File: src/rtl/core/ffha_pkg.sv
`timescale 1ns / 1ps
// ----------------------------------------------------------------------------
// ffha_pkg
// Shared constants, codes and control structures of the first-fit heap
// allocator.
// ----------------------------------------------------------------------------
package ffha_pkg;

	localparam int MAX_NODES    = 64;
	localparam int NODE_W       = 6;
	localparam int SIZE_W       = 13;
	localparam int MAX_GRANULES = 4096;
	localparam int GRAN_SHIFT   = 4;
	localparam int BYTE_W       = 16;
	localparam int BYTES_W      = 17;
	localparam int PADDR_W      = 3;
	localparam int PDATA_W      = 32;

	typedef enum logic [1:0] {
		ACT_ALLOC = 2'd0,
		ACT_FREE  = 2'd1,
		ACT_QUERY = 2'd2,
		ACT_NOP   = 2'd3
	} action_t;

	typedef enum logic [1:0] {
		ST_OK        = 2'd0,
		ST_NO_FIT    = 2'd1,
		ST_NO_SLOT   = 2'd2,
		ST_NOT_FOUND = 2'd3
	} status_t;

	typedef struct packed {
		logic              used;
		logic [NODE_W-1:0] next;
		logic [SIZE_W-1:0] size;
	} node_t;

	localparam int NODE_BITS = 1 + NODE_W + SIZE_W;

	typedef struct packed {
		logic    load;
		logic    walk;
		logic    step;
		logic    rd_next;
		logic    scan_step;
		logic    wr_split_e;
		logic    wr_split_s;
		logic    wr_mark;
		logic    wr_merge;
		logic    set_res;
		status_t res_status;
		logic    out_load;
	} cmd_t;

	typedef struct packed {
		action_t act;
		logic    hit;
		logic    last;
		logic    oob;
		logic    bigger;
		logic    cur_used;
		logic    slot_free;
		logic    scan_end;
		logic    out_free;
	} stat_t;

endpackage

File: src/rtl/core/ffha_if.sv
`timescale 1ns / 1ps
// ----------------------------------------------------------------------------
// ffha_req_if / ffha_rsp_if
// Valid/ready channels carrying request and response words.
// ----------------------------------------------------------------------------
interface ffha_req_if;
	logic        valid;
	logic        ready;
	logic [1:0]  action;
	logic [15:0] request_bytes;
	logic [15:0] offset;

	modport source (output valid, action, request_bytes, offset, input ready);
	modport sink (input valid, action, request_bytes, offset, output ready);
endinterface

interface ffha_rsp_if;
	logic        valid;
	logic        ready;
	logic [1:0]  status;
	logic [15:0] block_offset;
	logic [16:0] block_bytes;
	logic [12:0] free_granules;

	modport source (output valid, status, block_offset, block_bytes, free_granules,
		input ready);
	modport sink (input valid, status, block_offset, block_bytes, free_granules,
		output ready);
endinterface

File: src/rtl/core/ffha_ram.sv
`timescale 1ns / 1ps
// ----------------------------------------------------------------------------
// ffha_ram
// Generic single-write, single-read RAM with registered read data.
// ----------------------------------------------------------------------------
module ffha_ram #(
	parameter int WIDTH = 8,
	parameter int DEPTH = 16
) (
	input  logic                     clk,
	input  logic                     wr_en,
	input  logic [$clog2(DEPTH)-1:0] wr_addr,
	input  logic [WIDTH-1:0]         wr_data,
	input  logic [$clog2(DEPTH)-1:0] rd_addr,
	output logic [WIDTH-1:0]         rd_data
);
	logic [WIDTH-1:0] mem [DEPTH];

	always_ff @(posedge clk) begin
		if (wr_en) begin
			mem[wr_addr] <= wr_data;
		end
		rd_data <= mem[rd_addr];
	end
endmodule

File: src/rtl/core/ffha_dp.sv
`timescale 1ns / 1ps
// ----------------------------------------------------------------------------
// ffha_dp
// Datapath: block table, list walk registers, slot scan, merge and result.
// ----------------------------------------------------------------------------
module ffha_dp (
	input  logic                          clk,
	input  logic                          arst_n,
	input  ffha_pkg::cmd_t                cmd,
	output ffha_pkg::stat_t               st,
	input  logic [1:0]                    action,
	input  logic [15:0]                   request_bytes,
	input  logic [15:0]                   offset,
	input  logic                          cfg_we,
	input  logic [ffha_pkg::SIZE_W-1:0]   cfg_data,
	output logic [ffha_pkg::SIZE_W-1:0]   heap_granules,
	input  logic                          out_ready,
	output logic                          out_valid,
	output logic [1:0]                    status,
	output logic [15:0]                   block_offset,
	output logic [16:0]                   block_bytes,
	output logic [12:0]                   free_granules
);
	import ffha_pkg::*;

	localparam int G_W = BYTE_W - GRAN_SHIFT;

	action_t               act_q;
	logic [SIZE_W-1:0]     need_q, start_q, free_total_q, heap_q;
	logic [G_W-1:0]        g_q;
	logic [NODE_W-1:0]     s_q, prev_q, e_q, rd_addr_q, rd_addr;
	logic                  has_prev_q;
	node_t                 s_word_q, prev_word_q, rd_word, cur, wr_word;
	logic [MAX_NODES-1:0]  occ_q, valid_q;
	logic [NODE_BITS-1:0]  rd_raw;
	logic                  wr_en;
	logic [NODE_W-1:0]     wr_addr;
	logic [BYTE_W:0]       req_sum;
	logic [SIZE_W-1:0]     need_raw, need_c;
	logic [SIZE_W:0]       start_end;
	logic                  merge_prev, merge_next;
	logic [SIZE_W-1:0]     m_size;
	logic [NODE_W-1:0]     m_next, base_addr;
	status_t               res_status_q;
	logic [BYTE_W-1:0]     res_boff_q;
	logic [BYTES_W-1:0]    res_bytes_q;
	logic                  res_ok;
	logic                  out_valid_q;
	logic [1:0]            out_status_q;
	logic [BYTE_W-1:0]     out_boff_q;
	logic [BYTES_W-1:0]    out_bytes_q;
	logic [SIZE_W-1:0]     out_free_q;

	assign rd_addr = cmd.rd_next ? cur.next : '0;

	ffha_ram #(.WIDTH(NODE_BITS), .DEPTH(MAX_NODES)) u_ram (
		.clk     (clk),
		.wr_en   (wr_en),
		.wr_addr (wr_addr),
		.wr_data (wr_word),
		.rd_addr (rd_addr),
		.rd_data (rd_raw)
	);

	assign rd_word = node_t'(rd_raw);

	always_comb begin
		if (valid_q[rd_addr_q]) begin
			cur = rd_word;
		end else begin
			cur.used = 1'b0;
			cur.next = '0;
			cur.size = (rd_addr_q == '0) ? heap_q : '0;
		end
	end

	assign req_sum  = {1'b0, request_bytes} + (BYTE_W+1)'((1 << GRAN_SHIFT) - 1);
	assign need_raw = SIZE_W'(req_sum >> GRAN_SHIFT);
	assign need_c   = (need_raw == '0) ? SIZE_W'(1) : need_raw;

	assign start_end = {1'b0, start_q} + {1'b0, cur.size};

	always_comb begin
		st.act       = act_q;
		st.hit       = (act_q == ACT_ALLOC) ? (!cur.used && need_q <= cur.size)
		                                    : ((SIZE_W+1)'(g_q) < start_end);
		st.last      = (cur.next == '0);
		st.oob       = SIZE_W'(g_q) >= heap_q;
		st.bigger    = cur.size > need_q;
		st.cur_used  = cur.used;
		st.slot_free = !occ_q[e_q];
		st.scan_end  = (e_q == NODE_W'(MAX_NODES - 1));
		st.out_free  = !out_valid_q || out_ready;
	end

	assign merge_prev = has_prev_q && !prev_word_q.used;
	assign merge_next = (s_word_q.next != '0) && !cur.used;
	assign base_addr  = merge_prev ? prev_q : s_q;
	assign m_next     = merge_next ? cur.next : s_word_q.next;
	assign m_size     = (merge_prev ? prev_word_q.size : '0) + s_word_q.size
	                  + (merge_next ? cur.size : '0);

	always_comb begin
		wr_en   = 1'b1;
		wr_addr = s_q;
		wr_word = s_word_q;
		priority if (cmd.wr_split_e) begin
			wr_addr      = e_q;
			wr_word.used = 1'b0;
			wr_word.next = s_word_q.next;
			wr_word.size = s_word_q.size - need_q;
		end else if (cmd.wr_split_s) begin
			wr_word.used = 1'b1;
			wr_word.next = e_q;
			wr_word.size = need_q;
		end else if (cmd.wr_mark) begin
			wr_word.used = 1'b1;
		end else if (cmd.wr_merge) begin
			wr_addr      = base_addr;
			wr_word.used = 1'b0;
			wr_word.next = m_next;
			wr_word.size = m_size;
		end else begin
			wr_en = 1'b0;
		end
	end

	always_ff @(posedge clk) begin
		rd_addr_q <= rd_addr;
		if (cmd.load) begin
			act_q      <= action_t'(action);
			need_q     <= need_c;
			g_q        <= G_W'(offset >> GRAN_SHIFT);
			s_q        <= '0;
			start_q    <= '0;
			has_prev_q <= 1'b0;
			e_q        <= '0;
		end else begin
			if (cmd.walk) begin
				s_word_q <= cur;
			end
			if (cmd.step) begin
				prev_q      <= s_q;
				prev_word_q <= cur;
				has_prev_q  <= 1'b1;
				start_q     <= start_q + cur.size;
				s_q         <= cur.next;
			end
			if (cmd.scan_step) begin
				e_q <= e_q + NODE_W'(1);
			end
		end
	end

	assign res_ok = (cmd.res_status == ST_OK);

	always_ff @(posedge clk) begin
		if (cmd.set_res) begin
			res_status_q <= cmd.res_status;
			res_boff_q   <= (res_ok && act_q == ACT_ALLOC)
			              ? BYTE_W'({start_q, {GRAN_SHIFT{1'b0}}}) : '0;
			if (res_ok && act_q == ACT_ALLOC) begin
				res_bytes_q <= BYTES_W'({need_q, {GRAN_SHIFT{1'b0}}});
			end else if (res_ok && act_q == ACT_QUERY) begin
				res_bytes_q <= BYTES_W'({cur.size, {GRAN_SHIFT{1'b0}}});
			end else begin
				res_bytes_q <= '0;
			end
		end
		if (cmd.out_load) begin
			out_status_q <= res_status_q;
			out_boff_q   <= res_boff_q;
			out_bytes_q  <= res_bytes_q;
			out_free_q   <= free_total_q;
		end
	end

	always_ff @(posedge clk or negedge arst_n) begin
		if (!arst_n) begin
			heap_q       <= SIZE_W'(MAX_GRANULES);
			free_total_q <= SIZE_W'(MAX_GRANULES);
			occ_q        <= MAX_NODES'(1);
			valid_q      <= '0;
			out_valid_q  <= 1'b0;
		end else begin
			if (cfg_we) begin
				heap_q       <= cfg_data;
				free_total_q <= cfg_data;
				occ_q        <= MAX_NODES'(1);
				valid_q      <= '0;
			end else begin
				if (wr_en) begin
					valid_q[wr_addr] <= 1'b1;
				end
				if (cmd.wr_split_e) begin
					occ_q[e_q] <= 1'b1;
				end
				if (cmd.wr_merge) begin
					if (merge_prev) begin
						occ_q[s_q] <= 1'b0;
					end
					if (merge_next) begin
						occ_q[s_word_q.next] <= 1'b0;
					end
				end
				if (cmd.wr_split_s || cmd.wr_mark) begin
					free_total_q <= free_total_q - need_q;
				end else if (cmd.wr_merge) begin
					free_total_q <= free_total_q + s_word_q.size;
				end
			end
			if (cmd.out_load) begin
				out_valid_q <= 1'b1;
			end else if (out_ready) begin
				out_valid_q <= 1'b0;
			end
		end
	end

	assign heap_granules = heap_q;
	assign out_valid     = out_valid_q;
	assign status        = out_status_q;
	assign block_offset  = out_boff_q;
	assign block_bytes   = out_bytes_q;
	assign free_granules = out_free_q;
endmodule

File: src/rtl/core/ffha_ctrl.sv
`timescale 1ns / 1ps
// ----------------------------------------------------------------------------
// ffha_ctrl
// Controller: sequences the list walk, slot scan, table writes and response.
// ----------------------------------------------------------------------------
module ffha_ctrl (
	input  logic            clk,
	input  logic            arst_n,
	input  logic            in_valid,
	output logic            in_ready,
	input  ffha_pkg::stat_t st,
	output ffha_pkg::cmd_t  cmd
);
	import ffha_pkg::*;

	typedef enum logic [8:0] {
		S_IDLE    = 9'b000000001,
		S_WALK    = 9'b000000010,
		S_SCAN    = 9'b000000100,
		S_SPLIT_E = 9'b000001000,
		S_SPLIT_S = 9'b000010000,
		S_MARK    = 9'b000100000,
		S_NBR     = 9'b001000000,
		S_RESP    = 9'b010000000,
		S_SPARE   = 9'b100000000
	} state_t;

	state_t state_q, state_d;

	assign in_ready = (state_q == S_IDLE);

	always_comb begin
		cmd     = '0;
		state_d = state_q;
		unique case (state_q)
			S_IDLE: begin
				if (in_valid) begin
					cmd.load = 1'b1;
					state_d  = S_WALK;
				end
			end
			S_WALK: begin
				cmd.walk    = 1'b1;
				cmd.rd_next = 1'b1;
				if (st.act == ACT_NOP) begin
					cmd.set_res    = 1'b1;
					cmd.res_status = ST_OK;
					state_d        = S_RESP;
				end else if (st.act != ACT_ALLOC && st.oob) begin
					cmd.set_res    = 1'b1;
					cmd.res_status = ST_NOT_FOUND;
					state_d        = S_RESP;
				end else if (st.hit) begin
					if (st.act == ACT_ALLOC) begin
						state_d = st.bigger ? S_SCAN : S_MARK;
					end else if (st.act == ACT_FREE && st.cur_used) begin
						state_d = S_NBR;
					end else begin
						cmd.set_res    = 1'b1;
						cmd.res_status = ST_OK;
						state_d        = S_RESP;
					end
				end else if (st.last) begin
					cmd.set_res    = 1'b1;
					cmd.res_status = (st.act == ACT_ALLOC) ? ST_NO_FIT : ST_NOT_FOUND;
					state_d        = S_RESP;
				end else begin
					cmd.step = 1'b1;
				end
			end
			S_SCAN: begin
				if (st.slot_free) begin
					state_d = S_SPLIT_E;
				end else if (st.scan_end) begin
					cmd.set_res    = 1'b1;
					cmd.res_status = ST_NO_SLOT;
					state_d        = S_RESP;
				end else begin
					cmd.scan_step = 1'b1;
				end
			end
			S_SPLIT_E: begin
				cmd.wr_split_e = 1'b1;
				state_d        = S_SPLIT_S;
			end
			S_SPLIT_S: begin
				cmd.wr_split_s = 1'b1;
				cmd.set_res    = 1'b1;
				cmd.res_status = ST_OK;
				state_d        = S_RESP;
			end
			S_MARK: begin
				cmd.wr_mark    = 1'b1;
				cmd.set_res    = 1'b1;
				cmd.res_status = ST_OK;
				state_d        = S_RESP;
			end
			S_NBR: begin
				cmd.wr_merge   = 1'b1;
				cmd.set_res    = 1'b1;
				cmd.res_status = ST_OK;
				state_d        = S_RESP;
			end
			S_RESP: begin
				if (st.out_free) begin
					cmd.out_load = 1'b1;
					state_d      = S_IDLE;
				end
			end
			default: begin
				state_d = S_IDLE;
			end
		endcase
	end

	always_ff @(posedge clk or negedge arst_n) begin
		if (!arst_n) begin
			state_q <= S_IDLE;
		end else begin
			state_q <= state_d;
		end
	end
endmodule

File: src/rtl/core/first_fit_heap_allocator.sv
`timescale 1ns / 1ps
// ----------------------------------------------------------------------------
// first_fit_heap_allocator
// First-fit heap allocator with block splitting and neighbor coalescing.
// ----------------------------------------------------------------------------
// Request words arrive on req: allocate, free or size query. Each request
// gives exactly one response word on rsp with a status, the block offset and
// size in bytes, and the free granule count after the action.
// A request walks the address-ordered block list one slot per cycle from
// slot 0. After the walk, an allocate that splits scans for an empty slot
// and then writes the split-off block and the allocated block, an allocate
// that fits exactly marks its block used, and a free of a used block merges
// it with its free neighbors. One request is processed at a time.
// A new request is accepted as soon as the previous response is in the
// output register, even while the receiver stalls it; a stalled response
// holds its word and holds the controller at the response step.
// The APB register heap_granules at address 0 re-initializes the heap as one
// free block when written; write it only while the block is idle.
// Reset is asynchronous and leaves a 4096-granule heap with no allocations.
// ----------------------------------------------------------------------------
module first_fit_heap_allocator (
	input  logic                          clk,
	input  logic                          arst_n,
	ffha_req_if.sink                      req,
	ffha_rsp_if.source                    rsp,
	input  logic                          psel,
	input  logic                          penable,
	input  logic                          pwrite,
	input  logic [ffha_pkg::PADDR_W-1:0]  paddr,
	input  logic [ffha_pkg::PDATA_W-1:0]  pwdata,
	output logic [ffha_pkg::PDATA_W-1:0]  prdata,
	output logic                          pready
);
	import ffha_pkg::*;

	cmd_t              cmd;
	stat_t             st;
	logic              reg_sel, cfg_we;
	logic [SIZE_W-1:0] wval, cfg_data, heap_granules;

	assign pready  = 1'b1;
	assign reg_sel = (paddr[PADDR_W-1:2] == '0);
	assign cfg_we  = psel && penable && pwrite && pready && reg_sel;
	assign prdata  = reg_sel ? PDATA_W'(heap_granules) : '0;

	assign wval = pwdata[SIZE_W-1:0];
	always_comb begin
		priority if (wval == '0) begin
			cfg_data = SIZE_W'(1);
		end else if (wval > SIZE_W'(MAX_GRANULES)) begin
			cfg_data = SIZE_W'(MAX_GRANULES);
		end else begin
			cfg_data = wval;
		end
	end

	ffha_ctrl u_ctrl (
		.clk      (clk),
		.arst_n   (arst_n),
		.in_valid (req.valid),
		.in_ready (req.ready),
		.st       (st),
		.cmd      (cmd)
	);

	ffha_dp u_dp (
		.clk           (clk),
		.arst_n        (arst_n),
		.cmd           (cmd),
		.st            (st),
		.action        (req.action),
		.request_bytes (req.request_bytes),
		.offset        (req.offset),
		.cfg_we        (cfg_we),
		.cfg_data      (cfg_data),
		.heap_granules (heap_granules),
		.out_ready     (rsp.ready),
		.out_valid     (rsp.valid),
		.status        (rsp.status),
		.block_offset  (rsp.block_offset),
		.block_bytes   (rsp.block_bytes),
		.free_granules (rsp.free_granules)
	);
endmodule

File: src/flat_wrapper.sv
// flat-port wrapper written by rule: the top's interface ports become plain ports
module first_fit_heap_allocator_flat import ffha_pkg::*;
  (clk, arst_n, psel, penable, pwrite, paddr, pwdata, prdata, pready, req_valid, req_action, req_request_bytes, req_offset, req_ready, rsp_valid, rsp_status, rsp_block_offset, rsp_block_bytes, rsp_free_granules, rsp_ready);
  ffha_req_if req_i ();
  ffha_rsp_if rsp_i ();
  input  logic clk;
  input  logic arst_n;
  input  logic psel;
  input  logic penable;
  input  logic pwrite;
  input  logic [ffha_pkg::PADDR_W-1:0] paddr;
  input  logic [ffha_pkg::PDATA_W-1:0] pwdata;
  output logic [ffha_pkg::PDATA_W-1:0] prdata;
  output logic pready;
  input wire logic [$bits(req_i.valid)-1:0] req_valid;
  input wire logic [$bits(req_i.action)-1:0] req_action;
  input wire logic [$bits(req_i.request_bytes)-1:0] req_request_bytes;
  input wire logic [$bits(req_i.offset)-1:0] req_offset;
  output wire logic [$bits(req_i.ready)-1:0] req_ready;
  output wire logic [$bits(rsp_i.valid)-1:0] rsp_valid;
  output wire logic [$bits(rsp_i.status)-1:0] rsp_status;
  output wire logic [$bits(rsp_i.block_offset)-1:0] rsp_block_offset;
  output wire logic [$bits(rsp_i.block_bytes)-1:0] rsp_block_bytes;
  output wire logic [$bits(rsp_i.free_granules)-1:0] rsp_free_granules;
  input wire logic [$bits(rsp_i.ready)-1:0] rsp_ready;
  assign req_i.valid = req_valid;
  assign req_i.action = req_action;
  assign req_i.request_bytes = req_request_bytes;
  assign req_i.offset = req_offset;
  assign req_ready = req_i.ready;
  assign rsp_valid = rsp_i.valid;
  assign rsp_status = rsp_i.status;
  assign rsp_block_offset = rsp_i.block_offset;
  assign rsp_block_bytes = rsp_i.block_bytes;
  assign rsp_free_granules = rsp_i.free_granules;
  assign rsp_i.ready = rsp_ready;
  first_fit_heap_allocator u_core (.clk(clk), .arst_n(arst_n), .req(req_i), .rsp(rsp_i), .psel(psel), .penable(penable), .pwrite(pwrite), .paddr(paddr), .pwdata(pwdata), .prdata(prdata), .pready(pready));
endmodule
File: config.mk
export PLATFORM = sky130hd
export DESIGN_NAME = first_fit_heap_allocator_flat
export DESIGN_NICKNAME = d
export VERILOG_FILES = /design/src/rtl/core/ffha_pkg.sv /design/src/rtl/core/ffha_if.sv /design/src/rtl/core/ffha_ram.sv /design/src/rtl/core/ffha_dp.sv /design/src/rtl/core/ffha_ctrl.sv /design/src/rtl/core/first_fit_heap_allocator.sv /design/src/flat_wrapper.sv
export SDC_FILE = /design/constraint.sdc
export NUM_CORES = 2
export LEC_CHECK = 0
export BUFFER_PORTS_ARGS = -buffer_cell sky130_fd_sc_hd__buf_2
export CAP_MARGIN = 20
export CELL_PAD_IN_SITES_DETAIL_PLACEMENT = 1
export CELL_PAD_IN_SITES_GLOBAL_PLACEMENT = 1
export CORE_ASPECT_RATIO = 1.5
export CORE_MARGIN = 2
export CORE_UTILIZATION = 34
export CTS_BUF_LIST = sky130_fd_sc_hd__clkbuf_8 sky130_fd_sc_hd__clkbuf_16
export DETAILED_ROUTE_END_ITERATION = 6
export PLACE_DENSITY_LB_ADDON = 0.12
export SLEW_MARGIN = 25
export SYNTH_ARGS = -nofsm -noshare
export SYNTH_HDL_FRONTEND = slang
export SYNTH_SLANG_ARGS = --single-unit
export TNS_END_PERCENT = 50
File: constraint.sdc
create_clock -name clk -period 15.25 [get_ports clk]
set_input_delay 3.05 -clock clk [delete_from_list [all_inputs] [get_ports clk]]
set_output_delay 3.05 -clock clk [all_outputs]
set_load 0.01 [all_outputs]
Word-level counts from Yosys, hierarchy flattened:

Memory sizes are Yosys's and may differ from the RTL's. A register that Yosys moved wholly into a read port is not among the register bits.
Cells that the tools add are included.

* memories: 1
* word-level logic and storage cells: 204
* input port bits: 76
* flip-flop bits (word level): 346
* RAM bits: 1280

* $add $sub $neg: 9
* mux-type cells: 93
* bitwise operators: 8
* eq/ne operators: 16
* reductions and logical operators: 34
* magnitude comparators: 14

Memories
* u_core.u_dp.u_ram.mem: depth 64, width 20, rd ports 1, clocked after memory_dff 1, wr ports 1, RTL line ffha_ram.sv:17 `logic [WIDTH-1:0] mem [DEPTH];`

Operators by type and width (count)
* 64-bit 2-to-1 mux: 10
* 64-bit bitwise AND: 2
* 64-bit NOT: 2
* 64-bit OR: 2
* 13-bit 2-to-1 mux: 9
* 20-bit 2-to-1 mux: 4
* 9-bit 2-to-1 mux: 8
* 9-bit one-hot mux with 6 select lines: 1
* 13-bit adder: 4
* 6-bit 2-to-1 mux: 8
* 6-bit by 7-bit less-than comparator with 1-bit output, second input constant: 5
* 17-bit 2-to-1 mux: 2
* 1-bit 2-to-1 mux: 31
* 3-bit 2-to-1 mux: 9
* 13-bit logical NOT: 2
* 13-bit subtractor: 2
* 1-bit demux with 6-bit select: 4
* 6-bit by 1-bit >= comparator with 1-bit output, second input constant: 4
* 19-bit 2-to-1 mux: 1
* 16-bit by 4-bit adder with 17-bit output, second input constant: 1
* 8-bit 2-to-1 mux: 2
* 13-bit by 13-bit adder with 14-bit output: 1
* 1-bit logical AND: 14
* 12-bit by 14-bit less-than comparator with 1-bit output: 1
* other kinds (34): 45

Depth between registers and ports, before layout:

* word-level depth: 15
* depth in mapped cells: 32
* mapped depth without buffers: 27

Hierarchy:

From an unflattened synthesis, not the netlist that was laid out.

* cells, all modules: 4150
* area total of the unflattened synthesis: 68688.4 µm²

Modules (own cells, without submodules)
* ffha_ram: area each 49495.0 µm², cells each 2243, sequential area each 38837.2 µm², instances 1
* ffha_dp: area each 18113.6 µm², cells each 1777, sequential area each 8546.9 µm², instances 1
* ffha_ctrl: area each 713.2 µm², cells each 75, sequential area each 201.4 µm², instances 1
* first_fit_heap_allocator: area each 366.6 µm², cells each 55, sequential area each 0.0 µm², instances 1

Worst setup path after synthesis:

OpenSTA, ideal clock, no wires.

* kind: register to register
* start point: register u_core.u_dp.rd_addr_q[0]
* end point: register u_core.u_dp.res_boff_q[10] (enable)
* setup slack: 7.927 ns
* arrival time: 6.903 ns
* required time: 14.831 ns
* cell stages (with the launch flop): 30
* period minus slack after synthesis: 7.323 ns
* buffers on the path: 4
* setup time: 0.419 ns
* cell sequence: dfxtp_1 > buf_6 > mux4_2 > a32oi_1 > o41ai_1 > o21ai_1 > nand2_1 > clkbuf_1 > clkbuf_1 > a21oi_1 > inv_1 > fa_1 > a21o_1 > a21oi_1 > o21bai_1 > a21oi_1 > o21ai_0 > a21oi_1 > nor2_1 > a311oi_1 > ha_1 > nand3_1 > nor2_1 > a2111oi_0 > o21ai_0 > and4b_1 > buf_2 > o211ai_1 > a21oi_1 > o211ai_1

RTL lines
* start: declaration: RTL line ffha_dp.sv:31 `logic [NODE_W-1:0] s_q, prev_q, e_q, rd_addr_q, rd_addr;`
* start signal: assignment: RTL line ffha_dp.sv:129 `rd_addr_q <= rd_addr;`
* end signal: assignment: RTL line ffha_dp.sv:160 `res_boff_q <= (res_ok && act_q == ACT_ALLOC)`
* end: declaration: RTL line ffha_dp.sv:45 `logic [BYTE_W-1:0] res_boff_q;`

==> reports/results.ini <==
[global_route]
grt-ovfl-total = 0
grtUsageTotal_pct = 22.9
grt_pass1_wl_microns = 336000
grt_max_degree = 125
antenna_found_initial = 5
grt_pass1_vias = 45000

[critical_path]
crit_path_max_incr_delay_ps = 730
crit_top_cell = a21oi_1
start_kind = flop
critPathLaunch = u_core.u_dp.rd_addr_q[0]
cp.depth = 28
worstSetupEndpoint = u_core.u_dp.res_bytes_q[6]
cp_slowest_cell = nor2_2
crit_required_ps = 15700
worst_path_dominant_cell_family = compound AO/OA/AOI/OAI gates
r2r_end = u_core.u_dp.res_bytes_q[6]
crit-reg2reg-launch = u_core.u_dp.rd_addr_q[0]
crit_path_max_fanout = 25
crit_buf_inv = 3
worstPathArrival_ps = 9030
path_class = reg -> reg
rr_worst_depth = 28
regToRegSetupSlack_ps = 6670
worstSetupEndpointType = flop

[synthesis]
avgSynthCellArea_sq_um = 13.9
yosysWarnings = 0
synth_top_area_share_pct = 62.6
synth_area_sq_um = 67900
synth_top_cell_by_area = edfxtp_1
ys_seq_area_share_pct = 70.1
syn_inst = 4881
ys_top_cells_by_area = edfxtp_1 (63%), dfrtp_1 (5.9%), nand2_1 (3.6%), mux2i_1 (2.7%), o22ai_1 (2.1%)
yosysUniqueCellTypes = 88
synth_edf_count = 1414
synth_top_flop_cell = edfxtp_1
ys_seq_elements = 1629
synthArstFlopShare_pct = 10.0

[clocking]
clkTransAtPathRegs_ps = 70
cts_tree = done
clock_sinks = 1629
cts_root_buf = clkbuf_16
insertion_delay_ps = 840
cts_resized = 0
cts_hold_buf = 0
h-tree-depth = 4
post-cts-setup-buffers = 0
cts_buffers = 171
clk_path_buf_depth = 4

[power_and_ir_drop]
clkPwrFrac_pct = 40.2
vdd_drop_max_mv = 0.0935
power_frac_comb_pct = 8.3
sequentialPowerShare_pct = 51.4
power_density_nw_per_um2 = 128
intPower_mw = 7.50
p_sw_share_pct = 24.4
p_leak_nw = 26.5
p_switching_mw = 2.42

[cells_and_area]
area_growth_pct = 14.3
fillers = 20300
utilization_pct = 39.1
mostFrequentLayoutCell = edfxtp_1
final_cell_mix = edfxtp_1 (1414), nand2_1 (642), o22ai_1 (225)
final_area_sq_um = 77600
nets = 5212
drive_above_1_share_pct = 13.6

[sta]
maxClockFrequency_ghz = 0.117
setup_violations = 0
hold_viol_final = 0
slew_headroom_pct = 22.3
timing.setup.tns_ps = 0
skew_ps = 50.7
min_period_ps = 8580
drv_slew = 0
worst_pin_slew_ps = 1170
post-route-period-util_pct = 56.2
rsz0062_at_grt = false

[placement]
dp_hpwl_microns = 145000
placement.cell_area_sq_um = 72300
port_buffers = 105
gp_congestion = 0.836

[die]
start_util_pct = 34.2
die_w_microns = 369
ios = 159
die_h_microns = 551
dieArea_sq_um = 203000
core_sq_um = 198000
rows = 200

[route]
wl_met3_microns = 8590
highest_layer = met4
drt_wl_total_microns = 236000
dr.pass1.iters = 5
num_vias = 43500
wl_met2_microns = 126000
wl_per_cell_microns = 30.3
post-route-drc-count = 0
wl_met1_microns = 90300
drt_iter0_markers = 2930
ant_nets = 0
viasPerCell = 5.58

[run]
drv_cap = 0

[run_status]
outcome = finished, final reports clean

[hold_path]
hp-class = reg -> reg

layer usage:
layer  vias up  global-route usage, %
met4         0                   9.71
met2       982                   42.9
li1      19200                      -
met5         -                      0
met1     22900                   26.3
met3       400                   2.69
cells in the mapped netlist, types with 86 or more instances:
library cell / count
a211oi_1: 103
a21oi_1: 169
clkbuf_1: 176
dfrtp_1: 159
edfxtp_1: 1414
ha_1: 86
inv_1: 86
mux2i_1: 182
nand2_1: 643
nand3_1: 125
nor2_1: 196
o21ai_0: 132
o22ai_1: 226
area by class of cell:
| type | instances | area [sq um] | area share (%) |
|---|---|---|---|
| tap | 2626 | 3290 | 4.24 |
| timing repair buffer | 278 | 2020 | 2.61 |
| inverter | 90 | 345 | 0.445 |
| clock inverter | 117 | 687 | 0.886 |
| sequential | 1629 | 47600 | 61.4 |
| multi-input combinational | 2864 | 19100 | 24.6 |
| clock buffer | 184 | 4530 | 5.83 |
| antenna | 5 | 12.5 | 0.0161 |
state kept, by name (all words and copies together), names as in the netlist, 14 cells and up:
name,flops
u_core.u_dp.occ_q,64
u_core.u_dp.s_word_q,20
u_core.u_dp.valid_q,64
u_core.u_dp.prev_word_q,14
u_core.u_dp.u_ram.mem,1280
u_core.u_dp.u_ram.rd_data,20
power groups by stage:
stage | Combinational, mW | Sequential, mW | Clock [mW]
final | 0.828 | 5.10 | 3.99
after global routing | 0.920 | 5.11 | 4.23
after CTS | 0.849 | 5.10 | 4.09
after floorplan | 0.492 | 5.17 | 0
after global placement | 0.825 | 5.20 | 0
after detailed placement | 0.844 | 5.20 | 0
metrics by stage:
stage               hold slack [ps]  setup slack [ps]  std cells  power [mW]
global route                    422              5960       7789        10.3
finish                          416              6670       7793        9.92
floorplan                       400              7930       4907        5.67
CTS                             415              6550       7787        10.0
global placement                407              6750       7479        6.02
detailed placement              406              6640       7486        6.04
how the worst min path moves through the flow:
stage / from / to / slack, ps / depth (start not counted)
floorplan: u_core.u_dp.res_bytes_q[10] / u_core.u_dp.block_bytes[10] / 400 / 0
global placement: u_core.u_dp.res_bytes_q[14] / u_core.u_dp.block_bytes[14] / 410 / 0
detailed placement: u_core.u_dp.res_boff_q[15] / u_core.u_dp.block_offset[15] / 410 / 0
CTS: u_core.u_dp.res_boff_q[15] / u_core.u_dp.block_offset[15] / 420 / 0
global route: u_core.u_dp.res_boff_q[15] / u_core.u_dp.block_offset[15] / 420 / 0
finish: u_core.u_dp.res_boff_q[15] / u_core.u_dp.block_offset[15] / 420 / 0
worst register-to-register path: cells and delay by family, from the launching register on:
family / cells / cell delay, ps
buffers and inverters: 3 / 1070
multiplexers: 1 / 410
adder cells (fa/ha/maj): 2 / 660
AND/OR/NAND/NOR: 8 / 2030
AO/OA/AOI/OAI: 14 / 3600
flip-flops: 1 / 400
kinds of logic after synthesis:
group           Yosys count  synth area share, %
buf+inv                 414                 2.66
fa+ha+maj               102                 2.06
simple gates           1316                 9.02
xor+xnor                 54                0.717
other cells               2               0.0111
mux                     223                 3.78
compound gates         1141                 11.6
flops                  1629                 70.1
No activity file was read; power rests on OpenSTA's default activity.
